--- src/rtl/core/wphe_pkg.sv ---
// ----------------------------------------------------------------------------
// wphe_pkg: shared types and constants for the waypoint heading error unit
// Field widths, CORDIC datapath widths, the arctangent table and the
// angle constants used by the datapath modules.
// ----------------------------------------------------------------------------
package wphe_pkg;

   // Request and response field widths
   localparam int LAT_W = 31;
   localparam int LON_W = 32;
   localparam int HDG_W = 16;
   localparam int ERR_W = 16;
   localparam int BRG_W = 16;

   // Differences are kept exactly, one bit wider than the operands
   localparam int DLAT_W = LAT_W + 1;
   localparam int DLON_W = LON_W + 1;

   // CORDIC datapath
   localparam int CORDIC_STAGES_DEF = 16;
   localparam int CORDIC_STAGES_MAX = 32;
   localparam int PRE_SHIFT         = 24;
   localparam int ANG_FRAC          = 24;
   localparam int X_W               = 60;
   localparam int Z_W               = 33;

   // Angle to centidegree conversion
   localparam int ANG_MAG_W   = 31;
   localparam int CENTI_SCALE = 100;
   localparam int PROD_W      = 38;
   localparam int A_W         = PROD_W - ANG_FRAC;

   localparam logic signed [Z_W-1:0]    ANGLE_LIMIT = Z_W'(90) <<< ANG_FRAC;
   localparam logic [PROD_W-1:0]        ROUND_HALF  = PROD_W'(1) << (ANG_FRAC - 1);

   // Bearing and error arithmetic in centidegrees
   localparam int BRG_INT_W = 17;
   localparam int ERR_INT_W = 18;
   localparam logic [BRG_INT_W-1:0] HALF_TURN = 17'd18000;
   localparam logic [BRG_INT_W-1:0] FULL_TURN = 17'd36000;
   localparam logic [BRG_W-1:0]     BRG_MAX   = 16'd35999;
   localparam logic signed [ERR_INT_W-1:0] ERR_WRAP_HI = 18'sd18000;
   localparam logic signed [ERR_INT_W-1:0] ERR_WRAP_LO = -18'sd18000;
   localparam logic signed [ERR_INT_W-1:0] ERR_TURN    = 18'sd36000;

   // atan(2^-i) in units of 2^-24 degree
   localparam logic signed [Z_W-1:0] ATAN_TABLE [CORDIC_STAGES_MAX] = '{
      33'sd754974720, 33'sd445687602, 33'sd235489088, 33'sd119537938,
      33'sd60000934,  33'sd30029717,  33'sd15018523,  33'sd7509720,
      33'sd3754917,   33'sd1877466,   33'sd938734,    33'sd469367,
      33'sd234684,    33'sd117342,    33'sd58671,     33'sd29335,
      33'sd14668,     33'sd7334,      33'sd3667,      33'sd1833,
      33'sd917,       33'sd458,       33'sd229,       33'sd115,
      33'sd57,        33'sd29,        33'sd14,        33'sd7,
      33'sd4,         33'sd2,         33'sd1,         33'sd0
   };

   // Quadrant of the (north, east) difference vector
   typedef enum logic [1:0] {
      QUAD_NE,   // north >= 0, east >= 0
      QUAD_SE,   // north <  0, east >= 0
      QUAD_SW,   // north <  0, east <  0
      QUAD_NW    // north >= 0, east <  0
   } wphe_quad_type;

   // Data travelling alongside the CORDIC vector
   typedef struct packed {
      wphe_quad_type    quad;
      logic             zero;
      logic [HDG_W-1:0] heading;
   } wphe_side_type;

   // One result as held in the output buffer
   typedef struct packed {
      logic signed [ERR_W-1:0] err;
      logic [BRG_W-1:0]        brg;
   } wphe_result_type;

endpackage

--- src/rtl/core/wphe_post.sv ---
// ----------------------------------------------------------------------------
// wphe_post: angle to compass bearing and heading error
// Clamps and scales the CORDIC angle, places it in its quadrant and forms
// the wrapped heading error, over four stages.
// ----------------------------------------------------------------------------
module wphe_post (
   input  logic                             clock,
   input  logic                             reset,
   input  logic                             advance,
   input  logic                             in_valid,
   input  logic signed [wphe_pkg::Z_W-1:0]  in_z,
   input  wphe_pkg::wphe_side_type          in_side,
   output logic                             out_valid,
   output wphe_pkg::wphe_result_type        out_result
);
   import wphe_pkg::*;

   // Stage 1: clamp to a quarter turn and scale by one hundred
   logic                    v1_ff;
   logic [ANG_MAG_W-1:0]    zc;
   logic [PROD_W-1:0]       prod_ff, prod_in;
   wphe_side_type           side1_ff;

   // Stage 2: round to centidegrees
   logic                    v2_ff;
   logic [PROD_W-1:0]       rnd;
   logic [A_W-1:0]          a_ff, a_in;
   wphe_side_type           side2_ff;

   // Stage 3: compass bearing
   logic                    v3_ff;
   logic [BRG_INT_W-1:0]    ext_a;
   logic [BRG_INT_W-1:0]    brg_raw;
   logic [BRG_W-1:0]        brg3_ff, brg3_in;
   logic [HDG_W-1:0]        heading3_ff;

   // Stage 4: heading error
   logic                    v4_ff;
   logic signed [ERR_INT_W-1:0] diff;
   logic signed [ERR_INT_W-1:0] wrapped;
   wphe_result_type         res_ff, res_in;

   always_comb begin
      if (in_z[Z_W-1]) begin
         zc = '0;
      end else if (in_z > ANGLE_LIMIT) begin
         zc = ANG_MAG_W'(ANGLE_LIMIT);
      end else begin
         zc = ANG_MAG_W'(in_z);
      end
      prod_in = PROD_W'(zc) * PROD_W'(CENTI_SCALE);
   end

   always_comb begin
      rnd  = prod_ff + ROUND_HALF;
      // Coincident positions give a bearing of north
      a_in = side1_ff.zero ? '0 : rnd[ANG_FRAC +: A_W];
   end

   always_comb begin
      ext_a = BRG_INT_W'(a_ff);
      case (side2_ff.quad)
         QUAD_NE: brg_raw = ext_a;
         QUAD_SE: brg_raw = HALF_TURN - ext_a;
         QUAD_SW: brg_raw = HALF_TURN + ext_a;
         QUAD_NW: brg_raw = FULL_TURN - ext_a;
         default: brg_raw = ext_a;
      endcase
      // A full turn after rounding reads as north
      if (brg_raw >= FULL_TURN) begin
         brg3_in = BRG_W'(brg_raw - FULL_TURN);
      end else begin
         brg3_in = BRG_W'(brg_raw);
      end
   end

   always_comb begin
      diff = signed'(ERR_INT_W'(brg3_ff) - ERR_INT_W'(heading3_ff));
      if (diff >= ERR_WRAP_HI) begin
         wrapped = diff - ERR_TURN;
      end else if (diff < ERR_WRAP_LO) begin
         wrapped = diff + ERR_TURN;
      end else begin
         wrapped = diff;
      end
      res_in.err = ERR_W'(wrapped);
      res_in.brg = brg3_ff;
   end

   always_ff @(posedge clock) begin
      if (reset) begin
         v1_ff <= 1'b0;
         v2_ff <= 1'b0;
         v3_ff <= 1'b0;
         v4_ff <= 1'b0;
      end else if (advance) begin
         v1_ff <= in_valid;
         v2_ff <= v1_ff;
         v3_ff <= v2_ff;
         v4_ff <= v3_ff;
      end
   end

   always_ff @(posedge clock) begin
      if (advance) begin
         prod_ff     <= prod_in;
         side1_ff    <= in_side;
         a_ff        <= a_in;
         side2_ff    <= side1_ff;
         brg3_ff     <= brg3_in;
         heading3_ff <= side2_ff.heading;
         res_ff      <= res_in;
      end
   end

   assign out_valid  = v4_ff;
   assign out_result = res_ff;

endmodule

--- config.mk ---
export PLATFORM = sky130hd
export DESIGN_NAME = wphe_post
export DESIGN_NICKNAME = d
export VERILOG_FILES = /design/src/rtl/core/wphe_pkg.sv /design/src/rtl/core/wphe_post.sv
export SDC_FILE = /design/constraint.sdc
export NUM_CORES = 1
export LEC_CHECK = 0
export BUFFER_PORTS_ARGS = -buffer_cell sky130_fd_sc_hd__buf_2
export CAP_MARGIN = 20
export CORE_MARGIN = 10
export CORE_UTILIZATION = 57
export CTS_BUF_LIST = sky130_fd_sc_hd__clkbuf_8
export DETAILED_ROUTE_END_ITERATION = 8
export GPL_ROUTABILITY_DRIVEN = 0
export GPL_TIMING_DRIVEN = 0
export PLACE_DENSITY = 0.8
export RECOVER_POWER = 25
export SLEW_MARGIN = 40
export SYNTH_ARGS = -nofsm -noshare
export SYNTH_HDL_FRONTEND = slang
export SYNTH_SLANG_ARGS = --single-unit
--- constraint.sdc ---
create_clock -name clock -period 6.3 [get_ports clock]
set_clock_uncertainty 0.1 [all_clocks]
set_input_delay 0.945 -clock clock [delete_from_list [all_inputs] [get_ports clock]]
set_output_delay 0.945 -clock clock [all_outputs]
set_load 0.05 [all_outputs]
# ---- Yosys cells after proc, flatten, opt, wreduce, memory -nomap -nowiden
# Index checks and enable logic that the tools add are counted.
dict set report classes {
  addsub 8
  n_mul 1
  n_lt_le_gt_ge 4
  eq_ne 3
  n_mux 6
  reduce_logical 1
}
# cell n
set ops {}
lappend ops {{$pmux 17 s4} 1}
lappend ops {{$mux 31} 2}
lappend ops {{$mux 16} 3}
lappend ops {{$add 38x24->38 const B} 1}
lappend ops {{$mul 31x5->36 const B} 1}
lappend ops {{$ge 17x16->1 const B} 2}
lappend ops {{$gt 33x32->1 const B} 1}
lappend ops {{$sub 16x16->16 const B} 2}
lappend ops {{$lt 17x16->1 const B} 1}
lappend ops {{$sub 16x14->17 const A} 1}
lappend ops {{$sub 16x16->17} 1}
lappend ops {{$add 15x14->16 const A} 1}
lappend ops {{$add 16x16->16 const B} 1}
lappend ops {{$sub 15x14->16 const A} 1}
lappend ops {{$eq 2x2->1 const B} 2}
lappend ops {{$eq 2x1->1 const B} 1}
lappend ops {{$logic_not 2->1} 1}
dict set report word_totals {
  reg_bits 155
  in_bits 56
  output_inout_bits 33
  elab_cells 38
}

# ---- Depth between registers and ports, before layout
dict set report logic_depth {
  ltp_word 4
  depth_mapped 24
  mapped_depth_nobuf 22
}

# ---- Worst setup path before layout
# No wires, ideal clock.
dict set report synth_path {
  kind {input to register}
  from {in in_z[22] (netlist bit)}
  to {reg prod_ff[35], data pin}
  setup_ns 0.258
  arrival_ns 6.181
  path_slack_ns -0.239
  cell_stages 24
  path_buffers 2
  cell_sequence {nor4b_1 > nand4_1 > o31ai_1 > and2_0 > clkbuf_1 > clkbuf_1 > nand2_1 > inv_1 > ha_1 > ha_1 > inv_1 > fa_1 > inv_1 > ha_1 > a21oi_1 > o221ai_1 > a2111oi_0 > nor2_1 > o311ai_0 > a21oi_1 > a21oi_1 > o21bai_1 > a21oi_1 > xnor2_1}
}
dict set report synth_between {
  elab_chain_cells 4
}
# element line
set synth_lines {}
lappend synth_lines {{from (decl)} wphe_post.sv:11} ;# input logic signed [wphe_pkg::Z_W-1:0] in_z,
lappend synth_lines {{$gt 33x32->1} wphe_post.sv:46} ;# end else if (in_z > ANGLE_LIMIT) begin
lappend synth_lines {{$mux 31 (*)} wphe_post.sv:46}
lappend synth_lines {{$mux 31 (*)} wphe_post.sv:44} ;# if (in_z[Z_W-1]) begin
lappend synth_lines {{$mul 31x5->36 (*)} wphe_post.sv:51} ;# prod_in = PROD_W'(zc) * PROD_W'(CENTI_SCALE);
lappend synth_lines {{via prod_in[35]} wphe_post.sv:21} ;# logic [PROD_W-1:0] prod_ff, prod_in;
lappend synth_lines {{to (signal assigned)} wphe_post.sv:106} ;# prod_ff <= prod_in;
lappend synth_lines {{to (decl)} wphe_post.sv:21}
# The timed path passes the listed nets; every way through them passes the cells marked *.
# A chain may end at the register's enable or synchronous reset.

# ---- Final worst setup path
dict set report layout_path {
  from {in in_z[14] (netlist bit)}
  to {reg prod_ff[35], data pin}
}
# Same word-level chain as after synthesis.

==> results.sh <==
export IMPL_grt_pass1_vias=7557
export IMPL_postSynthAreaPerCell_sq_um=10.2
export IMPL_antenna_found_initial=0
export IMPL_ctsHoldBuffers=0
export IMPL_synthArstFlopShare=0
export IMPL_power_leakage_nw=5.33
export IMPL_drt_initial_drc_count=514
export IMPL_syn_inst=992
export IMPL_syn_cell_area_sq_mm=0.0101
export IMPL_seq_area_frac_synth=0.393
export IMPL_fin_setup_tns_ps=0
export IMPL_cp_end_kind="flop"
export IMPL_htree_num_levels=4
export IMPL_stdcell_area_sq_mm=0.0114
export IMPL_violations="max-capacitance violations, max-slew violations"
export IMPL_dieArea_sq_mm=0.0235
export IMPL_track_usage=0.174
export IMPL_fmax_mhz=168
export IMPL_cpPeakStageDelay_ps=460
export IMPL_grt_start_max_net_pins=69
export IMPL_num_rows=48
export IMPL_clock_path_buffers=2
export IMPL_areaGrowthSynthToFinish_pct=12.4
export IMPL_clk_latency_ps=460
export IMPL_drv_slew=64
export IMPL_layout_drive_gt1_share=0.145
export IMPL_cp_cell_sequence="buf_2, nor4_2, nand4_1, o31ai_4, buf_4, clkbuf_2, and3_1, ha_1, ha_1, fa_1, ha_1, a22o_1, a2111oi_0, o211ai_1, o311ai_2, a21oi_2, a21oi_2, o21bai_1, a21oi_1, xnor2_1"
export IMPL_start_kind="primary input"
export IMPL_clk_pin_slew_ps=80
export IMPL_post_route_period_util=0.944
export IMPL_cts_sinks=134
export IMPL_vias_per_cell=5.71
export IMPL_synth_common_cells="inv_1, edfxtp_1, ha_1, nor2_1, a21oi_1"
export IMPL_crit_top_cell="ha_1"
export IMPL_cts_tree="yes"
export IMPL_worstPathRequired_ps=6410
export IMPL_post_drt_wl_per_cell_um=15.5
export IMPL_grt_ovfl_total=0
export IMPL_dr_pass1_iters=6
export IMPL_synth_seq_cells=134
export IMPL_synth_largest_area_cell="edfxtp_1"
export IMPL_worst_pin_slew_ps=3410
export IMPL_syn_nets=1195
export IMPL_setup_violations=0
export IMPL_ys_warn_count=0
export IMPL_nets=1305
export IMPL_drv_cap=1
export IMPL_dr_total_vias=7655
export IMPL_dp_slack_ps=-1080
export IMPL_io_buffers=88
export IMPL_p_per_area_mw_per_mm2=287
export IMPL_postLayoutCoreUtil=0.657
export IMPL_yosysMostFrequentCell="inv_1"
export IMPL_synth_top_area_share=0.385
export IMPL_worstSetupPathType="primary input to flop"
export IMPL_fin_crit_ps=5950
export IMPL_crit_fanout=10
export IMPL_antenna_cells=0
export IMPL_cp_arrival_ps=6060
export IMPL_placedInstanceArea_sq_mm=0.0109
export IMPL_vdd_ir_drop_max_v=0.000250
export IMPL_fp_dieH_um=153
export IMPL_synth_edf_count=130
export IMPL_layout_cells_non_filler=1340
export IMPL_io_pins=89
export IMPL_synth_area_leaders="edfxtp_1, ha_1, inv_1, fa_1, xnor2_1"
export IMPL_cts_buffers=17
export IMPL_finalHoldViolations=0
export IMPL_outcome="complete, but fails checks"
export IMPL_relSlewSlack=-1.27
export IMPL_drt_wl_total_mm=20.8
export IMPL_dp_cells=1306
export IMPL_start_util=0.585
export IMPL_synth_ff_type="edfxtp_1"
export IMPL_root_buffer="clkbuf_8"
export IMPL_layout_setup_ws_ps=353
export IMPL_die_w_um=153
export IMPL_cpMaxStageDelayCell="fa_1"
export IMPL_ant_nets=0
export IMPL_route_detailed_drc=0
export IMPL_dp_hpwl_mm=16.2
export IMPL_grt_pass1_wl_mm=34.8
export IMPL_core_area_sq_mm=0.0174
export IMPL_synth_distinct_cells=76
export IMPL_holdCritPathClass="flop to flop"
through the flow:
| step | power, mW | hold slack [ps] |
|---|---|---|
| final | 3.27 | 312 |
| after global routing | 3.49 | 321 |
| after CTS | 3.28 | 315 |
| after detailed placement | 2.55 | 305 |
| after global placement | 2.51 | 302 |
| after floorplan | 2.25 | 300 |
worst max-delay path: cells and delay by family:
kind                     cells  cell delay, ps
XOR/XNOR                     1              80
AO/OA/AOI/OAI                9            2330
AND/OR/NAND/NOR              3             800
buffers and inverters        3             510
adder cells (fa/ha/maj)      4            1390
sequential cells by signal, indices dropped and copies added, names as in the netlist:
register / flops
out_result: 32
side1_ff: 19
side2_ff: 18
brg3_ff: 16
heading3_ff: 16
prod_ff: 15
a_ff: 14
out_valid: 1
v1_ff: 1
v2_ff: 1
v3_ff: 1
final timing paths:
kind,start,endpoint,slack (ps),cells after the start
setup / recovery,in_z[14],prod_ff[35]$_DFFE_PP_,350,20
hold / removal,side2_ff[5]$_DFFE_PP_,heading3_ff[5]$_DFFE_PP_,310,0
setup reg to reg,brg3_ff[0]$_DFFE_PP_,out_result[25]$_DFFE_PP_,1770,16
hold reg to reg,side2_ff[5]$_DFFE_PP_,heading3_ff[5]$_DFFE_PP_,310,0
layout by cell type, fill, tap and decap left out, drive strengths merged, types with 5 or more instances in the layout:
master / n
inv: 143
edfxtp: 130
ha: 121
buf: 95
nor2: 59
a21oi: 54
nand2: 52
clkbuf: 40
xnor2: 34
a21o: 32
xor2: 28
fa: 26
o21ai: 26
nand3: 23
and3: 21
nor3: 16
nand2b: 11
nand4: 10
and2: 10
nor4: 10
nor2b: 9
a31oi: 9
a2111oi: 8
or2: 8
o31ai: 8
o21a: 7
o211ai: 7
mux2i: 7
o21bai: 6
a211oi: 6
or3: 6
a221oi: 5
a311oi: 5
report_power, final:
| group | switching [mW] | internal [mW] | total (mW) |
|---|---|---|---|
| clock | 0.351 | 0.364 | 0.715 |
| combinational | 0.844 | 0.482 | 1.33 |
| sequential | 0.0630 | 1.17 | 1.23 |
repair_timing:
action                                 in CTS  in global routing
endpoints found under the hold margin       0                  0
pin swaps                                   1                  4
cloned                                      0                  0
setup endpoints to repair                   8                 10
buffers inserted                            1                  1
resized for setup                           5                 14
kinds of logic after synthesis:
group           count (synthesis)  share of synthesized area
flops                         134                      0.393
buf+inv                       165                     0.0620
mux                             8                    0.00801
fa+ha+maj                     147                      0.200
compound gates                219                      0.152
xor+xnor                       62                     0.0535
simple gates                  257                      0.132
per-layer routing:
| layer | up-vias | part of all wire | GRT usage |
|---|---|---|---|
| met5 | - | 0 | 0 |
| met1 | 3603 | 0.43 | 0.205 |
| met3 | 33 | 0.042 | 0.0354 |
| li1 | 3825 | - | - |
| met4 | 0 | 0.019 | 0.0684 |
| met2 | 194 | 0.51 | 0.306 |
cell type report:
| class | count | area, sq um |
|---|---|---|
| Buffer | 26 | 114 |
| Clock buffer | 18 | 248 |
| Clock inverter | 14 | 151 |
| Fill cell | 1349 | 5950 |
| Inverter | 139 | 522 |
| Multi-Input combinational cell | 693 | 5620 |
| Sequential cell | 134 | 3980 |
| Tap cell | 225 | 282 |
| Timing Repair Buffer | 91 | 479 |
(Power assumes the default switching activity.)
