## config.mk

```make
export PLATFORM = sky130hd
export DESIGN_NAME = wphe_outbuf
export DESIGN_NICKNAME = d
export VERILOG_FILES = /design/src/rtl/core/wphe_pkg.sv /design/src/rtl/core/wphe_outbuf.sv
export SDC_FILE = /design/constraint.sdc
export NUM_CORES = 1
export LEC_CHECK = 0
export BUFFER_PORTS_ARGS = -buffer_cell sky130_fd_sc_hd__buf_2
export CORE_ASPECT_RATIO = 1.4
export CORE_MARGIN = 5
export CORE_UTILIZATION = 50
export DETAILED_ROUTE_END_ITERATION = 8
export PLACE_DENSITY = 0.77
export SYNTH_ARGS = -nofsm -noshare
export SYNTH_HDL_FRONTEND = slang
export SYNTH_SLANG_ARGS = --single-unit
```

## constraint.sdc

```tcl
create_clock -name clock -period 6.55 [get_ports clock]
set_input_delay 0.655 -clock clock [delete_from_list [all_inputs] [get_ports clock]]
set_output_delay 0.655 -clock clock [all_outputs]
set_load 0.1 [all_outputs]
```

## src/rtl/core/wphe_pkg.sv

```systemverilog
// ----------------------------------------------------------------------------
// wphe_pkg: shared types and constants for the waypoint heading error unit
// Field widths, CORDIC datapath widths, the arctangent table and the
// angle constants used by the datapath modules.
// ----------------------------------------------------------------------------
package wphe_pkg;

   // Request and response field widths
   localparam int LAT_W = 31;
   localparam int LON_W = 32;
   localparam int HDG_W = 16;
   localparam int ERR_W = 16;
   localparam int BRG_W = 16;

   // Differences are kept exactly, one bit wider than the operands
   localparam int DLAT_W = LAT_W + 1;
   localparam int DLON_W = LON_W + 1;

   // CORDIC datapath
   localparam int CORDIC_STAGES_DEF = 16;
   localparam int CORDIC_STAGES_MAX = 32;
   localparam int PRE_SHIFT         = 24;
   localparam int ANG_FRAC          = 24;
   localparam int X_W               = 60;
   localparam int Z_W               = 33;

   // Angle to centidegree conversion
   localparam int ANG_MAG_W   = 31;
   localparam int CENTI_SCALE = 100;
   localparam int PROD_W      = 38;
   localparam int A_W         = PROD_W - ANG_FRAC;

   localparam logic signed [Z_W-1:0]    ANGLE_LIMIT = Z_W'(90) <<< ANG_FRAC;
   localparam logic [PROD_W-1:0]        ROUND_HALF  = PROD_W'(1) << (ANG_FRAC - 1);

   // Bearing and error arithmetic in centidegrees
   localparam int BRG_INT_W = 17;
   localparam int ERR_INT_W = 18;
   localparam logic [BRG_INT_W-1:0] HALF_TURN = 17'd18000;
   localparam logic [BRG_INT_W-1:0] FULL_TURN = 17'd36000;
   localparam logic [BRG_W-1:0]     BRG_MAX   = 16'd35999;
   localparam logic signed [ERR_INT_W-1:0] ERR_WRAP_HI = 18'sd18000;
   localparam logic signed [ERR_INT_W-1:0] ERR_WRAP_LO = -18'sd18000;
   localparam logic signed [ERR_INT_W-1:0] ERR_TURN    = 18'sd36000;

   // atan(2^-i) in units of 2^-24 degree
   localparam logic signed [Z_W-1:0] ATAN_TABLE [CORDIC_STAGES_MAX] = '{
      33'sd754974720, 33'sd445687602, 33'sd235489088, 33'sd119537938,
      33'sd60000934,  33'sd30029717,  33'sd15018523,  33'sd7509720,
      33'sd3754917,   33'sd1877466,   33'sd938734,    33'sd469367,
      33'sd234684,    33'sd117342,    33'sd58671,     33'sd29335,
      33'sd14668,     33'sd7334,      33'sd3667,      33'sd1833,
      33'sd917,       33'sd458,       33'sd229,       33'sd115,
      33'sd57,        33'sd29,        33'sd14,        33'sd7,
      33'sd4,         33'sd2,         33'sd1,         33'sd0
   };

   // Quadrant of the (north, east) difference vector
   typedef enum logic [1:0] {
      QUAD_NE,   // north >= 0, east >= 0
      QUAD_SE,   // north <  0, east >= 0
      QUAD_SW,   // north <  0, east <  0
      QUAD_NW    // north >= 0, east <  0
   } wphe_quad_type;

   // Data travelling alongside the CORDIC vector
   typedef struct packed {
      wphe_quad_type    quad;
      logic             zero;
      logic [HDG_W-1:0] heading;
   } wphe_side_type;

   // One result as held in the output buffer
   typedef struct packed {
      logic signed [ERR_W-1:0] err;
      logic [BRG_W-1:0]        brg;
   } wphe_result_type;

endpackage

```

## src/rtl/core/wphe_outbuf.sv

```systemverilog
// ----------------------------------------------------------------------------
// wphe_outbuf: response register with skid stage
// Holds the presented response and catches one more while the sink stalls,
// so that the upstream ready comes straight from a register.
// ----------------------------------------------------------------------------
module wphe_outbuf (
   input  logic                      clock,
   input  logic                      reset,
   input  logic                      in_valid,
   input  wphe_pkg::wphe_result_type in_result,
   output logic                      in_ready,
   output logic                      out_valid,
   input  logic                      out_ready,
   output wphe_pkg::wphe_result_type out_result
);
   import wphe_pkg::*;

   logic            out_valid_ff, out_valid_in;
   logic            skid_valid_ff, skid_valid_in;
   wphe_result_type out_ff, out_in;
   wphe_result_type skid_ff, skid_in;
   logic            push;

   always_comb begin
      push          = in_valid && !skid_valid_ff;
      out_valid_in  = out_valid_ff;
      skid_valid_in = skid_valid_ff;
      out_in        = out_ff;
      skid_in       = skid_ff;
      if (!out_valid_ff || out_ready) begin
         if (skid_valid_ff) begin
            out_in        = skid_ff;
            out_valid_in  = 1'b1;
            skid_valid_in = 1'b0;
         end else begin
            out_in       = in_result;
            out_valid_in = push;
         end
      end else if (push) begin
         skid_in       = in_result;
         skid_valid_in = 1'b1;
      end
   end

   always_ff @(posedge clock) begin
      if (reset) begin
         out_valid_ff  <= 1'b0;
         skid_valid_ff <= 1'b0;
      end else begin
         out_valid_ff  <= out_valid_in;
         skid_valid_ff <= skid_valid_in;
      end
   end

   always_ff @(posedge clock) begin
      out_ff  <= out_in;
      skid_ff <= skid_in;
   end

   assign in_ready   = !skid_valid_ff;
   assign out_valid  = out_valid_ff;
   assign out_result = out_ff;

endmodule

```

### Word-level counts from Yosys, hierarchy flattened

Index checks and enable logic that the tools add are counted.

| storage, ports and cells | value |
|---|---|
| logic and storage cells | 15 |
| input port bits | 36 |
| bits in latches | 0 |
| bits in registers | 66 |
| memories | 0 |
| bits in writable memories | 0 |
| output and inout port bits | 34 |
| ROM bits | 0 |

| cells by class | value |
|---|---|
| $mul | 0 |
| div/mod/pow operators | 0 |
| reduce and logical (&&, ||, !) cells | 6 |
| add/subtract/negate cells | 0 |
| shifts and indexed selects | 0 |
| bitwise operators | 1 |
| multiplexer cells | 2 |
| order comparisons | 0 |
| eq/ne operators | 0 |

Operator list:

| kind | number |
|---|---|
| 32-bit two-way mux | 1 |
| 1-bit logical NOT | 2 |
| 2-bit AND reduction | 1 |
| 2-bit OR reduction | 1 |
| 1-bit logical AND | 1 |
| 1-bit logical OR | 1 |
| 1-bit two-way mux | 1 |
| 1-bit NOT | 1 |

### Longest topological paths before layout

Gate-level depths: netlist of run 1.

| logic depth | value |
|---|---|
| depth after elaboration | 4 |
| depth in mapped cells | 4 |
| gate-level depth less buffers | 2 |

### Worst setup path after synthesis of run 1

No wires, ideal clock.

| path | value |
|---|---|
| path type | register to register |
| start point | reg out_valid_ff (netlist: out_valid) |
| end point | reg skid_ff[0] (netlist name), enable pin |
| cell stages (with the launch flop) | 3 |
| library setup time | 468 ps |
| path slack | 1634 ps |
| period minus slack after synthesis | 4916 ps |
| data arrival time | 4449 ps |
| path buffers | 0 |
| required time | 6082 ps |
| path through | dfxtp_1 nand2b_1 nor3b_1 |

| between the ends | value |
|---|---|
| cells in the longest elaborated chain, start to end | 4 |

RTL lines:

| element | RTL line | text |
|---|---|---|
| from (decl) | wphe_outbuf.sv:18 | `logic out_valid_ff, out_valid_in;` |
| from (signal assigned) | wphe_outbuf.sv:50 | `out_valid_ff <= out_valid_in;` |
| 1-bit logical NOT | wphe_outbuf.sv:30 | `if (!out_valid_ff \|\| out_ready) begin` |
| 1-bit logical OR | wphe_outbuf.sv:30 |  |
| 1-bit NOT (no source line) | -- |  |
| 2-bit AND reduction (no source line) | -- |  |
| to (signal assigned) | wphe_outbuf.sv:57 | `skid_ff <= skid_in;` |
| to (decl) | wphe_outbuf.sv:21 | `wphe_result_type skid_ff, skid_in;` |

No other way between the ends.
A chain may end at the register's enable or synchronous reset.

### Worst setup path in the final report of run 1

| path | value |
|---|---|
| start point | reg skid_valid_ff |
| end point | out in_ready |

| between the ends | value |
|---|---|
| cells in the longest elaborated chain, start to end | 1 |

RTL lines:

| element | RTL line | text |
|---|---|---|
| from (decl) | wphe_outbuf.sv:19 | `logic skid_valid_ff, skid_valid_in;` |
| from (signal assigned) | wphe_outbuf.sv:51 | `skid_valid_ff <= skid_valid_in;` |
| 1-bit logical NOT | wphe_outbuf.sv:60 | `assign in_ready = !skid_valid_ff;` |
| to (decl) | wphe_outbuf.sv:11 | `output logic in_ready,` |

No other way between the ends.

==> results.md, run 1 <==
- Data required, critical path: roughly 6000 ps
- Classification of the worst-slack hold path: in -> reg
- Final weighted congestion in routability-driven placement: between 0.6 and 0.7
- Worst clock skew: 5.03 ps
- Slew HR: 27.9%
- Cell accounting for the most synthesized area: sky130_fd_sc_hd__edfxtp_1
- Clock slew at reported path FFs: ~60 ps
- Total power consumption of the routed design: roughly 0.9 mW
- Delay of the slowest critical-path stage: 1050 ps
- Area after detailed placement: 2900 um^2
- Worst-skew pair later-pin latency: 320 ps
- Y dimension of the die: 94.0 um
- Mapped Cells: 108
- Count of pins on the block boundary: 70
- Clock tree root buffer cell: sky130_fd_sc_hd__clkbuf_8
- Leading cell types in the layout, fill and taps excluded: sky130_fd_sc_hd__buf_2 (69), sky130_fd_sc_hd__edfxtp_1 (64), sky130_fd_sc_hd__mux2_4 (27)
- Routed wirelength normalized by instance count: 16.2 um
- Top cell type's share of synthesized area: between 70% and 80%
- Number of distinct library cells after synthesis: 13
- Relative contribution of sequential cells to total power: around 54%
- Post-route antenna net violation count: 0
- Relative contribution of combinational cells to total power: 18.6%
- CTS Sinks: 66
- Total overflow reported by the global router: 0
- First-pass detailed-route iteration total: 4
- Worst vdd ir: around 0.21 mV
- Global routing usage on met1: 15.4%
- Post-synthesis register bit count: 66
- Cell depth of the worst min-delay path: 2
- DR vias: 1208
- Status: completed
- Diode count: 0
- Maximum number of pins on one net before global-route repair: 36
- Transition at the pin with the smallest max-transition slack: 1080 ps
- Number of cells upsized or downsized after cts: 0
- Global routing usage summed across all routing layers: 13.3%
- Average cell area after synthesis: 23.3 um^2
- Setup repair after global routing missed its margin: no
- Start of the worst register-to-register path: out_valid
- Wire length of the first global-routing pass: 6.53 mm
- Number of standard cells in the final layout excluding fillers: 252
- Crit path launch type: flip-flop
- Total net switching power: between 0.2 and 0.3 mW
- Port Buf Inserts: 69
- Area taken by multi-input logic gates: 497 um^2
- CTS tree: done
- Net switching fraction of the power: between 20% and 30%
- Post-layout util: 62.4%
- Number of cell instances on the worst register-to-register path: 3
- Die span in x: 70.0 um
- Area growth syn-to-layout: 20.7%
- DRC violation total after the first TritonRoute iteration: 45
- Setup TNS: 0 ps
- Sequential cell area fraction in the yosys report: 77.8%
- Critical Setup Path Class: reg -> out
- Count of final max-slew check failures: 0
- Die footprint: 6580 um^2
- Setup slack, reg-to-reg: 4790 ps
- Number of clock buffers inserted by TritonCTS: 9
- List of cells traversed by the critical path: inv_1, buf_2
- Final hold vios: 0
- Max clock buf depth: 2
- Fraction of layout cells with a size suffix above 1: 61.2%
- Starting density of the core: 51.7%
- MaxCap Viol Count: 0
- Aggregate routed wire length: about 4.1 mm
- Number of rows in the core area: 30
- Endpoint class of the critical path: output port
- Yosys warning count: 0
- Critical hold path startpoint: reset
- Total internal power: 0.650 mW
- # nets final: 222
- Initial antenna violation count: 0
- Reg-to-reg critical path endpoint: skid_ff[5]
- Register area: 1960 um^2
- Fraction of the cycle the final worst path needs: a little under two fifths
- Number of buffers inserted for hold repair after clock tree synthesis: 0
- Crit path max fanout: 35
- Total of fill cells in the finished design: about 380
- Synth top area cells: sky130_fd_sc_hd__edfxtp_1 (76%), sky130_fd_sc_hd__mux2_4 (16%), sky130_fd_sc_hd__mux2_2 (2.2%), sky130_fd_sc_hd__buf_12 (1.6%), sky130_fd_sc_hd__dfxtp_1 (1.6%)
- Core Region: 4880 um^2
- Nets in the synthesized netlist: 144
- End of the worst hold path: out_valid
- Cell with the largest stage delay on the worst path: sky130_fd_sc_hd__dfxtp_2
- Met3 track demand over resource in global routing: 5.67%
- Timing-limited maximum frequency: 0.410 GHz
- Most common cell after layout, fill and taps aside: sky130_fd_sc_hd__buf_2
- Crit path time final: 2440 ps
- Post-CTS Repair Setup Buffers: 0
- Detailed placement HPWL: about 2.9 mm
- Relative contribution of the clock network to total power: 27.7%
- Final instance area: 3040 um^2
- Drc violations: 0
- Met2 GRT Util: 21.7%
- Final number of setup-violating endpoints: 0
- Placed cells: 239
- Via count normalized by instance count: ~4.8
- Critical path arrival: 1780 ps
- Leak: 1.20 nW
- Gr busiest metal: met2
- Maximum level of the CTS H-tree: 3
- P per Cell Area: 303 nW/um^2
- Netlist Area Pre-Place: about 2500 um^2
- Vias in the first global route: 1351
[flip-flops by register name (all words and copies together), names as in the netlist]
name and cells:
out_result 32, out_valid 1, skid_valid_ff 1, skid_ff 32
[synthesized netlist by cell type, drive strengths merged]
| master | count |
|---|---|
| a21oi | 1 |
| buf | 4 |
| dfxtp | 2 |
| edfxtp | 64 |
| inv | 1 |
| mux2 | 32 |
| nand2b | 1 |
| nor2 | 1 |
| nor3 | 1 |
| nor3b | 1 |
[worst max-delay path: cells and delay by family (launching register included)]
family   cells  cell delay [ps]
buf+inv      2              410
flops        1             1050
[how the worst max path moves through the flow]
stage               slack (ps)  cells after the start    endpoint          start
floorplan                 1630                      2  skid_ff[0]      out_valid
global route              3970                      2    in_ready  skid_valid_ff
detailed placement        4200                      4  skid_ff[8]      out_ready
global placement          4280                      4  skid_ff[2]      out_ready
CTS                       4090                      2    in_ready  skid_valid_ff
finish                    4110                      2    in_ready  skid_valid_ff
[power by group through the flow]
stage               clock network (mW)  registers [mW]  logic (mW)
floorplan                            0           0.618      0.0268
global placement                     0           0.503       0.171
detailed placement                   0           0.503       0.173
global route                     0.282           0.496       0.177
CTS                              0.263           0.495       0.173
finish                           0.255           0.495       0.172
[stage by stage]
stage / setup slack, ps / hold WS (ps)
floorplan: 1630 / 523
global placement: 4280 / 532
detailed placement: 4200 / 535
CTS: 4090 / 488
global route: 3970 / 497
finish: 4110 / 506
[cell type report]
| cell class | instances | area share, % |
|---|---|---|
| Timing Repair Buffer | 71 | 11.8 |
| Multi-Input combinational cell | 37 | 16.3 |
| Inverter | 1 | 0.123 |
| Clock inverter | 2 | 0.247 |
| Clock buffer | 11 | 4.32 |
| Sequential cell | 66 | 64.5 |
| Tap cell | 64 | 2.63 |
[cell families (layout without fill, tap and decap cells)]
logic type | count (synthesis) | after routing | synth area share, %
flops | 66 | 66 | 77.8
simple gates | 4 | 4 | 0.893
mux | 32 | 32 | 18.3
compound gates | 1 | 1 | 0.198
buf+inv | 5 | 85 | 2.78
[per-layer routing]
layer	vias to the layer above	wire length [um]
met5	-	0
met4	0	38
met2	46	2130
met1	580	1640
li1	578	-
met3	4	279
(Power assumes the default switching activity.)
==> run 2, diff against run 1 <==
CORE_UTILIZATION = 46   (was 50)
PLACE_DENSITY = 0.74   (was 0.77)
clock period = 2 ns   (was 6.55 ns; I/O delays follow)
==> results.md, run 2 (synthesis gave the netlist of run 1 again) <==
- Post-route antenna net violation count: 0
- Largest delay share family, worst path: flip-flops
- Post-layout util: 57.9%
- Delay of the slowest critical-path stage: 720 ps
- Setup slack, reg-to-reg: between 400 and 500 ps
- Worst-skew pair later-pin latency: 320 ps
- Maximum number of pins on one net before global-route repair: 35
- Cell with the largest stage delay on the worst path: sky130_fd_sc_hd__dfxtp_2
- Y dimension of the die: around 98 um
- Total overflow reported by the global router: 0
- Crit path max fanout: 18
- DR vias: 1215
- Crit path to: in_ready
- WP depth: 2
- Via count normalized by instance count: about 4.7
- Starting density of the core: 46.6%
- Diode count: 0
- CTS Sinks: between 60 and 70
- Leak: 1.24 nW
- Core Region: 5410 um^2
- Critical hold path startpoint: reset
- Crit path launch type: flip-flop
- Number of standard cells in the final layout excluding fillers: around 260
- P per Cell Area: 1020 nW/um^2
- Number of cell instances on the worst register-to-register path: 2
- Count of pins on the block boundary: 70
- Die footprint: 7080 um^2
- Fraction of the cycle the final worst path needs: 81.7%
- Number of rows in the core area: 32
- Port Buf Inserts: 69
- Data required, critical path: 1800 ps
- Clock tree root buffer cell: sky130_fd_sc_hd__clkbuf_8
- Final number of setup-violating endpoints: 0
- Detailed placement HPWL: 3.06 mm
- Most common cell after layout, fill and taps aside: sky130_fd_sc_hd__buf_2
- Setup repair after global routing missed its margin: no
- Fraction of layout cells with a size suffix above 1: around 63%
- Aggregate routed wire length: 4.14 mm
- Wire length of the first global-routing pass: 6.55 mm
- Endpoint class of the critical path: output port
- Total of fill cells in the finished design: 423
- Number of clock buffers inserted by TritonCTS: 9
- Maximum level of the CTS H-tree: 3
- Worst Hold Slack: 53.1 ps
- Status: completed
- Classification of the worst-slack hold path: in -> reg
- Post-CTS Repair Setup Buffers: 0
- Setup TNS: 0 ps
- MaxCap Viol Count: 0
- Critical Setup Path Class: reg -> out
- Leading cell types in the layout, fill and taps excluded: sky130_fd_sc_hd__buf_2 (69), sky130_fd_sc_hd__edfxtp_1 (64), sky130_fd_sc_hd__mux2_4 (27)
- # nets final: 224
- Drc violations: 0
- Area growth syn-to-layout: 24.2%
- Worst path bufs/invs: 2
- Global routing usage summed across all routing layers: 12.7%
- First-pass detailed-route iteration total: 4
- Reg-to-reg critical path endpoint: out_result[1]
- Number of buffers inserted for hold repair after clock tree synthesis: 0
- Placed cells: 245
- Cell depth of the worst min-delay path: 2
- Crit path time final: 1630 ps
- Final weighted congestion in routability-driven placement: 0.712
- Number of cells upsized or downsized after cts: 0
- Critical path arrival: around 1400 ps
- Worst vdd ir: around 0.40 mV
- Count of final max-slew check failures: 0
- Initial antenna violation count: 0
- Final hold vios: 0
- Clock slew at reported path FFs: 60 ps
- Routed wirelength normalized by instance count: between 15 and 20 um
- Worst clock skew: 5.24 ps
- Start of the worst register-to-register path: skid_valid_ff
- Max clock buf depth: 2
- List of cells traversed by the critical path: inv_1, buf_2
- CTS tree: done
- Transition at the pin with the smallest max-transition slack: 617 ps
- DRC violation total after the first TritonRoute iteration: 38
- Die span in x: around 73 um
- Slew HR: 58.9%
- CP Launch Point: skid_valid_ff
- Timing-limited maximum frequency: 0.612 GHz
- Vias in the first global route: 1309
## run 2: layout make-up
type / count / area [um^2] / area share (%)
flip-flops and latches: 66 / 1970 / 62.8
multi-input cells: 37 / 508 / 16.2
repair buffers: 73 / 388 / 12.4
clock buffers: 13 / 139 / 4.44
well taps: 68 / 85.1 / 2.72
clock inverters: 3 / 40.0 / 1.28
inverters: 1 / 3.75 / 0.120
## run 2: stage by stage
stage / area (um^2) / total power, mW / worst slack, ps
final: 3130 / 3.19 / 366
after global routing: 3130 / 3.31 / 223
after CTS: 3130 / 3.23 / 353
after detailed placement: 2950 / 2.22 / 404
after global placement: 2950 / 2.21 / 480
after floorplan: 2540 / 2.11 / -171
## run 2: how the worst min path moves through the flow
| stage | end | slack [ps] |
|---|---|---|
| 3_3_place_gp | out_valid | 370 |
| 3_5_place_dp | out_valid | 380 |
| 6_report | out_valid | 50 |
| 2_1_floorplan | out_valid | 260 |
| 5_1_grt | out_valid | 30 |
| 4_1_cts | out_valid | 40 |
## run 2: metal layers
| metal | part of all wire (%) | GRT usage, % |
|---|---|---|
| met5 | 0 | 0 |
| met4 | 1.9 | 6.39 |
| met3 | 7.3 | 5.07 |
| met2 | 55 | 20.8 |
| met1 | 36 | 13.8 |
## run 2: power by group
part / total (mW) / internal (mW) / switching, mW / leakage [nW]
Clock: 1.01 / 0.574 / 0.432 / 0.0914
Sequential: 1.62 / 1.59 / 0.0206 / 0.640
Combinational: 0.571 / 0.116 / 0.455 / 0.513
Total: 3.19 / 2.28 / 0.908 / 1.24
