===== config.mk =====
export PLATFORM = sky130hd
export DESIGN_NAME = wphe_prep
export DESIGN_NICKNAME = d
export VERILOG_FILES = /design/src/rtl/core/wphe_pkg.sv /design/src/rtl/core/wphe_prep.sv
export SDC_FILE = /design/constraint.sdc
export NUM_CORES = 1
export LEC_CHECK = 0
export ABC_AREA = 1
export BUFFER_PORTS_ARGS = -buffer_cell sky130_fd_sc_hd__buf_2
export CAP_MARGIN = 20
export CORE_MARGIN = 1.5
export CORE_UTILIZATION = 50
export DETAILED_ROUTE_END_ITERATION = 8
export GPL_ROUTABILITY_DRIVEN = 0
export HOLD_SLACK_MARGIN = 0.02
export PLACE_DENSITY = 0.72
export SLEW_MARGIN = 5
export SYNTH_ARGS = -nofsm -noshare
export SYNTH_HDL_FRONTEND = slang
export SYNTH_SLANG_ARGS = --single-unit

===== constraint.sdc =====
create_clock -name clock -period 3.4 [get_ports clock]
set_input_delay 0.51 -clock clock [delete_from_list [all_inputs] [get_ports clock]]
set_output_delay 0.51 -clock clock [all_outputs]
set_load 0.01 [all_outputs]

===== src/rtl/core/wphe_pkg.sv =====
// ----------------------------------------------------------------------------
// wphe_pkg: shared types and constants for the waypoint heading error unit
// Field widths, CORDIC datapath widths, the arctangent table and the
// angle constants used by the datapath modules.
// ----------------------------------------------------------------------------
package wphe_pkg;

   // Request and response field widths
   localparam int LAT_W = 31;
   localparam int LON_W = 32;
   localparam int HDG_W = 16;
   localparam int ERR_W = 16;
   localparam int BRG_W = 16;

   // Differences are kept exactly, one bit wider than the operands
   localparam int DLAT_W = LAT_W + 1;
   localparam int DLON_W = LON_W + 1;

   // CORDIC datapath
   localparam int CORDIC_STAGES_DEF = 16;
   localparam int CORDIC_STAGES_MAX = 32;
   localparam int PRE_SHIFT         = 24;
   localparam int ANG_FRAC          = 24;
   localparam int X_W               = 60;
   localparam int Z_W               = 33;

   // Angle to centidegree conversion
   localparam int ANG_MAG_W   = 31;
   localparam int CENTI_SCALE = 100;
   localparam int PROD_W      = 38;
   localparam int A_W         = PROD_W - ANG_FRAC;

   localparam logic signed [Z_W-1:0]    ANGLE_LIMIT = Z_W'(90) <<< ANG_FRAC;
   localparam logic [PROD_W-1:0]        ROUND_HALF  = PROD_W'(1) << (ANG_FRAC - 1);

   // Bearing and error arithmetic in centidegrees
   localparam int BRG_INT_W = 17;
   localparam int ERR_INT_W = 18;
   localparam logic [BRG_INT_W-1:0] HALF_TURN = 17'd18000;
   localparam logic [BRG_INT_W-1:0] FULL_TURN = 17'd36000;
   localparam logic [BRG_W-1:0]     BRG_MAX   = 16'd35999;
   localparam logic signed [ERR_INT_W-1:0] ERR_WRAP_HI = 18'sd18000;
   localparam logic signed [ERR_INT_W-1:0] ERR_WRAP_LO = -18'sd18000;
   localparam logic signed [ERR_INT_W-1:0] ERR_TURN    = 18'sd36000;

   // atan(2^-i) in units of 2^-24 degree
   localparam logic signed [Z_W-1:0] ATAN_TABLE [CORDIC_STAGES_MAX] = '{
      33'sd754974720, 33'sd445687602, 33'sd235489088, 33'sd119537938,
      33'sd60000934,  33'sd30029717,  33'sd15018523,  33'sd7509720,
      33'sd3754917,   33'sd1877466,   33'sd938734,    33'sd469367,
      33'sd234684,    33'sd117342,    33'sd58671,     33'sd29335,
      33'sd14668,     33'sd7334,      33'sd3667,      33'sd1833,
      33'sd917,       33'sd458,       33'sd229,       33'sd115,
      33'sd57,        33'sd29,        33'sd14,        33'sd7,
      33'sd4,         33'sd2,         33'sd1,         33'sd0
   };

   // Quadrant of the (north, east) difference vector
   typedef enum logic [1:0] {
      QUAD_NE,   // north >= 0, east >= 0
      QUAD_SE,   // north <  0, east >= 0
      QUAD_SW,   // north <  0, east <  0
      QUAD_NW    // north >= 0, east <  0
   } wphe_quad_type;

   // Data travelling alongside the CORDIC vector
   typedef struct packed {
      wphe_quad_type    quad;
      logic             zero;
      logic [HDG_W-1:0] heading;
   } wphe_side_type;

   // One result as held in the output buffer
   typedef struct packed {
      logic signed [ERR_W-1:0] err;
      logic [BRG_W-1:0]        brg;
   } wphe_result_type;

endpackage


===== src/rtl/core/wphe_prep.sv =====
// ----------------------------------------------------------------------------
// wphe_prep: position differences and CORDIC start vector
// Two stages: exact differences, then magnitudes, quadrant and scaling.
// ----------------------------------------------------------------------------
module wphe_prep (
   input  logic                             clock,
   input  logic                             reset,
   input  logic                             advance,
   input  logic                             in_valid,
   input  logic signed [wphe_pkg::LAT_W-1:0] cur_latitude,
   input  logic signed [wphe_pkg::LON_W-1:0] cur_longitude,
   input  logic signed [wphe_pkg::LAT_W-1:0] next_latitude,
   input  logic signed [wphe_pkg::LON_W-1:0] next_longitude,
   input  logic [wphe_pkg::HDG_W-1:0]        heading_centideg,
   output logic                             out_valid,
   output logic signed [wphe_pkg::X_W-1:0]   out_x,
   output logic signed [wphe_pkg::X_W-1:0]   out_y,
   output wphe_pkg::wphe_side_type           out_side
);
   import wphe_pkg::*;

   logic                     valid0_ff;
   logic signed [DLAT_W-1:0] dlat_ff, dlat_in;
   logic signed [DLON_W-1:0] dlon_ff, dlon_in;
   logic [HDG_W-1:0]         heading0_ff;

   logic                     valid1_ff;
   logic signed [X_W-1:0]    x_ff, x_in;
   logic signed [X_W-1:0]    y_ff, y_in;
   wphe_side_type            side_ff, side_in;
   logic [DLAT_W-1:0]        mag_lat;
   logic [DLON_W-1:0]        mag_lon;

   always_comb begin
      dlat_in = DLAT_W'(next_latitude) - DLAT_W'(cur_latitude);
      dlon_in = DLON_W'(next_longitude) - DLON_W'(cur_longitude);
   end

   always_comb begin
      mag_lat = dlat_ff[DLAT_W-1] ? DLAT_W'(-dlat_ff) : DLAT_W'(dlat_ff);
      mag_lon = dlon_ff[DLON_W-1] ? DLON_W'(-dlon_ff) : DLON_W'(dlon_ff);
      x_in    = signed'(X_W'({mag_lat, {PRE_SHIFT{1'b0}}}));
      y_in    = signed'(X_W'({mag_lon, {PRE_SHIFT{1'b0}}}));
      if (dlat_ff[DLAT_W-1]) begin
         side_in.quad = dlon_ff[DLON_W-1] ? QUAD_SW : QUAD_SE;
      end else begin
         side_in.quad = dlon_ff[DLON_W-1] ? QUAD_NW : QUAD_NE;
      end
      side_in.zero    = (dlat_ff == '0) && (dlon_ff == '0);
      side_in.heading = heading0_ff;
   end

   always_ff @(posedge clock) begin
      if (reset) begin
         valid0_ff <= 1'b0;
         valid1_ff <= 1'b0;
      end else if (advance) begin
         valid0_ff <= in_valid;
         valid1_ff <= valid0_ff;
      end
   end

   always_ff @(posedge clock) begin
      if (advance) begin
         dlat_ff     <= dlat_in;
         dlon_ff     <= dlon_in;
         heading0_ff <= heading_centideg;
         x_ff        <= x_in;
         y_ff        <= y_in;
         side_ff     <= side_in;
      end
   end

   assign out_valid = valid1_ff;
   assign out_x     = x_ff;
   assign out_y     = y_ff;
   assign out_side  = side_ff;

endmodule


Yosys cells after proc, flatten, opt, wreduce, memory -nomap -nowiden:

Cells that the tools add are included.

* $add $sub $neg: 4
* mux-type cells: 5
* reductions and logical operators: 3

Operators with widths (count)
* 33-bit logical NOT: 1
* 33-bit negation: 1
* 32-bit by 32-bit subtractor with 33-bit output: 1
* 32-bit logical NOT: 1
* 32-bit 2-to-1 mux: 1
* 32-bit negation: 1
* 31-bit by 31-bit subtractor with 32-bit output: 1
* 31-bit 2-to-1 mux: 1
* 2-bit 2-to-1 mux: 3
* 1-bit logical AND: 1

* register bits: 167
* output and inout bits: 140
* word-level logic and storage cells: 24

Longest topological paths before layout:

Gate-level depths: netlist (run 1).

* word-level depth: 2
* depth in mapped cells: 14

Worst setup path after synthesis (run 1):

No wires, ideal clock.

* path type: input port to flip-flop
* start point: input next_longitude[0] (netlist bit)
* end point: register dlon_ff[26] (data pin)
* library setup time: 0.252 ns
* arrival: 1.784 ns
* required time: 3.148 ns
* slack: 1.364 ns
* stages: 13
* cells stage by stage: inv_1 -> ha_1 -> fa_1 -> inv_1 -> nand2_1 -> nand2_1 -> nand3_1 -> nand2_1 -> nand2_1 -> nand2_1 -> nand2_1 -> nand3_1 -> nand2_1

* longest elaborated chain between the ends: 1

RTL lines
* start: declaration: line wphe_prep.sv:13 `input logic signed [wphe_pkg::LON_W-1:0] next_longitude,`
* 32-bit by 32-bit subtractor with 33-bit output: line wphe_prep.sv:36 `dlon_in = DLON_W'(next_longitude) - DLON_W'(cur_longitude);`
* net dlon_in[26]: line wphe_prep.sv:24 `logic signed [DLON_W-1:0] dlon_ff, dlon_in;`
* end signal: assignment: line wphe_prep.sv:66 `dlon_ff <= dlon_in;`
* end: declaration: line wphe_prep.sv:24

The timed path passes the listed nets, and every way through them passes these cells.
A chain may end at the register's enable or synchronous reset.

==> metrics.txt, run 1 <==
setup ws final=1.200 ns; Crit. End Element=flip-flop; Crit-path slowest cell=edfxtp_1; most frequent cells in the layout=620 x nand2_1, 372 x inv_1, 229 x buf_2, 165 x edfxtp_1, 140 x nor2_1; worst min path class=input pin to flip-flop; sequential element share of the synthesized area=0.3976; CTS tree=yes; Via density=4.681; share of cells above drive strength 1=0.1546; Distinct cells, synth=43; combinational power share=0.266; Stages on worst setup path=11; CTS Buffer Depth=2; Place WS=1.110 ns; ant diodes=0; first-pass GRT wire length=46.65 mm; fmax=0.4545 GHz; Post-CTS Hold Buffers=0; placed cell count=2284; CP Class=flip-flop to flip-flop; Worst Path Max Fanout=5; Worst-path clk slew=0.07 ns; Sw Pwr=2.143 mW; htree depth=4; Area growth syn-to-layout=15.62%; CP required=3.66 ns; slowest stage delay, CP=0.39 ns; # fillers=2284; clock power share=0.301; postcts setup bufs=0; number of hold violations in the final report=0; critical path arrival=2.46 ns; Slew Limit Fails=0; Leak=8.048 nW; post-DP HPWL=23.99 mm; flop2flop setup slack=1.20 ns; Core Footprint=24460 um2; hold path startpoint=reset; # IOs=286; Worst Hold End=valid0_ff$_SDFFE_PP0P_; initial antenna violation count=0; Mean Syn Cell Area=7.240 um2; Post-synth EDFFs=165; CP Buf/Inv Count=1; crit-path cells=inv_1 > ha_1 > nand4_4 > nor2_4 > nand2_4 > nor2_2 > nand4_1 > nor2_1 > ha_1 > nand4_1 > nor3_1; vias in the first global route=9870; via count=10840; CTS Buf Count=17; Initial Utilization=0.5135; outcome=completed; met2 Track Usage GR=0.3371; Row Count=57; M3 GR Usage=0.03056; Synth Instances=1735; Fin Setup TNS=0 ns; Max VDD drop=329.4 uV; max_cap viols=0; Final Non-Filler Cells=2316; Synth Register Bits=167; switching share of power=0.3276; die area=26080 um2; die width=161.5 um; total wire length=28.74 mm; wire per inst=12.41 um; FF-to-FF Start=dlon_ff[0]$_DFFE_PP_; DRC viols=0; family with the most delay on the worst path=simple AND/OR/NAND/NOR gates; pin count of the biggest net entering global routing=61; Final nets=2193; r2r endpoint=out_side[16]$_DFFE_PP_; DP Area=13920 um2; ANT nets after route=0; most used routing layer=met2; clk_skew=0.01272 ns; most common cell after layout, fill and taps aside=nand2_1; Final Critical Period=2.200 ns; Top FF cell, synth=edfxtp_1; fin crit share=0.6472; Yosys warning count=0; # clock sinks=167; worst hold path cell count=2; Resized Gates After CTS=0; Global Route met1 Usage=0.3341; Clock Latency Late Sink=0.44 ns; Cell Area, Synth=12560 um2; Pre-antenna DRT Iters=5; asr flop ratio synth=0; grt total ovfl=0; Tot GR Track Use=0.2245; Worst Reg-to-Reg Cells=11; max_slew headroom=0.6347; drt initial violations=734; Design Area, Final=14520 um2; sequential power share=0.432; RSZ-0062 raised after global routing=no; clk root buf=clkbuf_16; pwr/cell area=450.4 nW/um2; CP Launch Type=flip-flop; Int Power=4.398 mW; die height=161.5 um; worst slew pin tran=0.5480 ns; endpoints failing setup=0; # port buffers=230
-- cells by family (layout without fill, tap and decap cells) --
group	count (synthesis)	after routing	share of synthesized area
and+or+nand+nor	904	904	0.2960
buffers and inverters	441	644	0.1492
DFF	167	167	0.3976
AOI/OAI and AO/OA	84	84	0.03905
xor gates and xnor gates	70	70	0.04881
adders and majority gates	68	68	0.06893
other	1	55	0.0002985
-- routing by layer --
metal | part of all wire | vias to the layer above
li1 | - | 5702
met1 | 0.50 | 4704
met2 | 0.42 | 400
met3 | 0.069 | 36
met4 | 0.017 | 0
met5 | 0 | -
-- cell usage after synthesis (all sizes together) (3+ instances only) --
library cell / count / area (um2)
buf: 63 / 455.4
nor3: 9 / 45.04
o21bai: 6 / 48.80
xor2: 58 / 508.0
xnor2: 12 / 105.1
nand2: 624 / 2357
nand3: 88 / 467.9
nand4: 16 / 115.1
inv: 377 / 1415
nor2: 158 / 673.2
ha: 66 / 825.8
o21ai: 25 / 151.4
edfxtp: 165 / 4955
and2: 3 / 18.77
a21oi: 48 / 247.7
-- power by group through the flow --
stage	registers [mW]	logic, mW	clock network (mW)
2_1_floorplan	2.90	1.13	0
3_3_place_gp	2.86	1.71	0
3_5_place_dp	2.87	1.73	0
4_1_cts	2.83	1.74	2.01
5_1_grt	2.86	1.97	2.08
6_report	2.83	1.74	1.97
-- sequential cells by signal (all words and copies together), names as in the netlist --
name         count
dlon_ff         33
out_y           33
dlat_ff         32
out_x           32
out_side        19
heading0_ff     16
out_valid        1
valid0_ff        1
-- worst max path at each step --
stage / start / endpoint / slack, ns
finish: dlon_ff[0]$_DFFE_PP_ / out_side[16]$_DFFE_PP_ / 1.20
CTS: dlon_ff[0]$_DFFE_PP_ / out_side[16]$_DFFE_PP_ / 1.17
floorplan: next_longitude[0] / dlon_ff[26]$_DFFE_PP_ / 1.36
global placement: cur_longitude[0] / dlon_ff[30]$_DFFE_PP_ / 1.14
detailed placement: cur_latitude[0] / dlat_ff[28]$_DFFE_PP_ / 1.11
global route: dlon_ff[0]$_DFFE_PP_ / out_side[16]$_DFFE_PP_ / 1.0
-- stage by stage --
stage               hold WS (ns)    util  power [mW]
floorplan                 0.4003       -       4.030
global placement          0.4012  0.5689       4.566
detailed placement        0.4062  0.5689       4.602
CTS                       0.2199  0.5937       6.575
global route              0.2243  0.5937       6.908
finish                    0.2353  0.5937       6.541
-- area by class of cell --
cell class	count	area, um2	share of cell area
clock buffers	17	425.4	0.02929
clock inverters	15	180.2	0.01241
inverters	377	1415	0.09744
multi-input cells	1181	5894	0.4059
flip-flops and latches	167	4995	0.3439
well taps	324	405.4	0.02791
repair buffers	235	1207	0.08314
(Power assumes the default switching activity.)
==> inputs of run 2 (changes only) <==
--- a/config.mk
+++ b/config.mk
@@ -5,15 +5,15 @@
 export SDC_FILE = /design/constraint.sdc
 export NUM_CORES = 1
 export LEC_CHECK = 0
-export ABC_AREA = 1
+export ABC_AREA = 0
 export BUFFER_PORTS_ARGS = -buffer_cell sky130_fd_sc_hd__buf_2
 export CAP_MARGIN = 20
 export CORE_MARGIN = 1.5
-export CORE_UTILIZATION = 50
+export CORE_UTILIZATION = 48
 export DETAILED_ROUTE_END_ITERATION = 8
 export GPL_ROUTABILITY_DRIVEN = 0
 export HOLD_SLACK_MARGIN = 0.02
-export PLACE_DENSITY = 0.72
+export PLACE_DENSITY = 0.74
 export SLEW_MARGIN = 5
 export SYNTH_ARGS = -nofsm -noshare
 export SYNTH_HDL_FRONTEND = slang
==> constraint.sdc (replaced) <==
create_clock -name clock -period 2 [get_ports clock]
set_input_delay 0.3 -clock clock [delete_from_list [all_inputs] [get_ports clock]]
set_output_delay 0.3 -clock clock [all_outputs]
set_load 0.01 [all_outputs]
==> run 2 against run 1 <==
Against the previous run: the run now ends with setup timing left; sequential share of layout area fell by 2.1 points; die area fell by 14%; routed wire length fell by 13%; maximum frequency fell by 11%; count of clock-buffer cells in the layout rose by 1; synthesized cell count fell by 45%; sequential power rose by 69%; setup slack got worse by 1.7 ns; non-clock buffer count rose by 247; power rose by 77%; area after synthesis fell by 18%; largest cell class unchanged.
==> metrics.txt, run 2 <==
CTS tree=yes (unchanged); first-pass GRT wire length=37.72 mm (was 46.65 mm); post-DP HPWL=18.71 mm (was 23.99 mm); fin crit share=1.242 (was 0.6472); Worst-path clk slew=0.08 ns (was 0.07 ns); crit-path cells=or4_4 > or3_4 > nor4_4 > nand2_2 > o41ai_4 > xnor2_1 (was inv_1 > ha_1 > nand4_4 > nor2_4 > nand2_4 > nor2_2 > nand4_1 > nor2_1 > ha_1 > nand4_1 > nor3_1); endpoints failing setup=45 (was 0); worst slew pin tran=0.5914 ns (was 0.5480 ns); CTS Buf Count=17 (unchanged); pin count of the biggest net entering global routing=46 (was 61); share of cells above drive strength 1=0.4780 (was 0.1546); number of hold violations in the final report=0 (unchanged); Distinct cells, synth=61 (was 43); CP Launch Type=flip-flop (unchanged); Post-synth EDFFs=165 (unchanged); Clock Latency Late Sink=0.43 ns (was 0.44 ns); # port buffers=230 (unchanged); worst min path class=input pin to flip-flop (unchanged); # clock sinks=167 (unchanged); Core Footprint=21090 um2 (was 24460 um2); CP Buf/Inv Count=0 (was 1); most frequent cell after synthesis=edfxtp_1 (was nand2_1); pwr/cell area=748.9 nW/um2 (was 450.4 nW/um2); Synth area leader=edfxtp_1 (unchanged); worst hold path cell count=1 (was 2); clk root buf=clkbuf_16 (unchanged); synth cell count leaders=165 x edfxtp_1, 96 x xnor2_1, 90 x inv_1 (was 620 x nand2_1, 372 x inv_1, 165 x edfxtp_1); total wire length=25.08 mm (was 28.74 mm); sequential element share of the synthesized area=0.4834 (was 0.3976); Final Critical Period=2.485 ns (was 2.200 ns); Max VDD drop=435.9 uV (was 329.4 uV); die width=149.7 um (was 161.5 um); via count=8686 (was 10840); Final nets=1655 (was 2193); Mean Syn Cell Area=10.74 um2 (was 7.240 um2); fmax=0.4024 GHz (was 0.4545 GHz); initial antenna violation count=8 (was 0); Tot GR Track Use=0.2145 (was 0.2245); violated checks=setup timing; Final Non-Filler Cells=1737 (was 2316); ANT nets after route=0 (unchanged); Place WS=-0.7976 ns (was 1.110 ns); Crit-path slowest cell=or4_4 (was edfxtp_1); outcome=complete, but fails checks (was completed); Final Util=0.7334 (was 0.5937); DP Area=13860 um2 (was 13920 um2); max_cap viols=0 (unchanged); # IOs=286 (unchanged); Top FF cell, synth=edfxtp_1 (unchanged); CP required=2.18 ns (was 3.66 ns); Area growth syn-to-layout=49.69% (was 15.62%); drt initial violations=343 (was 734); placed cell count=1669 (was 2284); hold path startpoint=heading_centideg[4] (was reset); Stages on worst setup path=6 (was 11); die height=149.7 um (was 161.5 um); critical path arrival=2.66 ns (was 2.46 ns); Cell Area, Synth=10330 um2 (was 12560 um2); Worst Reg-to-Reg Cells=6 (was 11); Leak=6.683 nW (was 8.048 nW); CTS Buffer Depth=2 (unchanged); Worst Path Max Fanout=4 (was 5); Synth Instances=962 (was 1735); Pre-antenna DRT Iters=5 (unchanged); htree depth=4 (unchanged); vias in the first global route=8160 (was 9870); family with the most delay on the worst path=simple AND/OR/NAND/NOR gates (unchanged); die area=22410 um2 (was 26080 um2); Hold WS=0.04064 ns (was 0.2353 ns); most common cell after layout, fill and taps aside=buf_4 (was nand2_1); max_slew headroom=0.6057 (was 0.6347); Crit. End Element=flip-flop (unchanged); Synth Register Bits=167 (unchanged); power consumption=11.58 mW (was 6.541 mW); slowest stage delay, CP=0.55 ns (was 0.39 ns); # fillers=1484 (was 2284); Row Count=53 (was 57); Worst Hold End=heading0_ff[4]$_DFFE_PP_ (was valid0_ff$_SDFFE_PP0P_); FF-to-FF Start=dlat_ff[9]$_DFFE_PP_ (was dlon_ff[0]$_DFFE_PP_); RSZ-0062 raised after global routing=yes (was no); Fin Setup TNS=-12.21 ns (was 0 ns); wire per inst=14.44 um (was 12.41 um); setup ws final=-0.4848 ns (was 1.200 ns); DRC viols=0 (unchanged); Initial Utilization=0.4900 (was 0.5135); Slew Limit Fails=0 (unchanged); Design Area, Final=15470 um2 (was 14520 um2); grt total ovfl=0 (unchanged); area fraction of the dominant cell type after synthesis=0.4795 (was 0.3945); asr flop ratio synth=0 (unchanged); most frequent cells in the layout=235 x buf_4, 216 x buf_2, 165 x edfxtp_1, 94 x xnor2_1, 75 x inv_1 (was 620 x nand2_1, 372 x inv_1, 229 x buf_2, 165 x edfxtp_1, 140 x nor2_1); r2r endpoint=out_x[53]$_DFFE_PP_ (was out_side[16]$_DFFE_PP_); Yosys warning count=0 (unchanged); flop2flop setup slack=-0.48 ns (was 1.20 ns); CP Class=flip-flop to flip-flop (unchanged); Via density=5.001 (was 4.681); clk_skew=0.01205 ns (was 0.01272 ns); synth top area cells=edfxtp_1 48%, xnor2_1 8.1%, ha_1 8.0%, buf_4 4.0%, inv_1 3.3% (was edfxtp_1 39%, nand2_1 19%, inv_1 11%, ha_1 6.6%, nor2_1 4.2%)
==> run 2: cell count changes after synthesis, moves of 12 or more <==
| cell | previous run | this run |
|---|---|---|
| nand2_1 | 620 | 71 |
| inv_1 | 372 | 90 |
| nor2_1 | 140 | 34 |
| xnor2_1 | 12 | 96 |
| nand3_1 | 84 | 16 |
| o21ai_0 | 13 | 55 |
| xor2_1 | 58 | 20 |
| a21oi_1 | 46 | 67 |
| o31ai_1 | 1 | 21 |
| a21o_1 | 2 | 21 |
| clkbuf_1 | 1 | 20 |
| nor2b_1 | 0 | 12 |
==> run 2: how the worst max path moves through the flow <==
stage / from / to / slack, ns
2_1_floorplan: dlat_ff[7]$_DFFE_PP_ / out_x[40]$_DFFE_PP_ / -0.34
3_3_place_gp: cur_longitude[1] / dlon_ff[31]$_DFFE_PP_ / -0.68
3_5_place_dp: cur_longitude[1] / dlon_ff[31]$_DFFE_PP_ / -0.80
4_1_cts: dlat_ff[9]$_DFFE_PP_ / out_x[53]$_DFFE_PP_ / -0.43
5_1_grt: dlat_ff[9]$_DFFE_PP_ / out_x[53]$_DFFE_PP_ / -0.64
6_report: dlat_ff[9]$_DFFE_PP_ / out_x[53]$_DFFE_PP_ / -0.48
==> run 2: area by class of cell <==
| cell class | count | area, um2 | share of cell area |
|---|---|---|---|
| diodes | 8 | 20.02 | 0.001294 |
| clock buffers | 18 | 439.2 | 0.02840 |
| clock inverters | 14 | 143.9 | 0.009303 |
| inverters | 90 | 380.4 | 0.02459 |
| multi-input cells | 683 | 5902 | 0.3816 |
| flip-flops and latches | 167 | 4995 | 0.3230 |
| well taps | 275 | 344.1 | 0.02225 |
| repair buffers | 482 | 3242 | 0.2096 |
==> run 2: metal layers <==
metal,global-route usage,routed length [um],vias up
met5,0,0,-
met4,0.1010,988,0
met3,0.05640,1453,71
met2,0.3929,13340,268
met1,0.2286,9294,3996
li1,-,-,4351
==> run 2: cell families (layout without fill, tap and decap cells) <==
| group | after synthesis | in the layout | share of synthesized area |
|---|---|---|---|
| and+or+nand+nor | 211 | 211 | 0.1052 |
| muxes | 2 | 2 | 0.001938 |
| AOI/OAI and AO/OA | 231 | 231 | 0.1466 |
| adders and majority gates | 68 | 68 | 0.08380 |
| xor gates and xnor gates | 116 | 116 | 0.09833 |
| buffers and inverters | 166 | 604 | 0.08029 |
| other | 1 | 63 | 0.0003629 |
| DFF | 167 | 167 | 0.4834 |
==> run 2: timing repair <==
item,in CTS,in global routing
hold buffers,1,2
hold endpoints to repair,2,2
gates resized for setup,78,87
setup buffers,17,17
cloned,0,0
pin swaps,45,62
endpoints found under the setup margin,53,66
==> run 2: where the power goes <==
part / switching, mW / total, mW / internal [mW]
Sequential: 0.242 / 4.79 / 4.55
Combinational: 1.79 / 3.61 / 1.82
Clock: 1.47 / 3.18 / 1.71
Total: 3.51 / 11.6 / 8.08
==> run 2: worst reg2reg max path, cell delays in order (launching register included) <==
cell	delay, ns
edfxtp_1	0.39
or4_4	0.55
or3_4	0.42
nor4_4	0.32
nand2_2	0.20
o41ai_4	0.25
xnor2_1	0.11
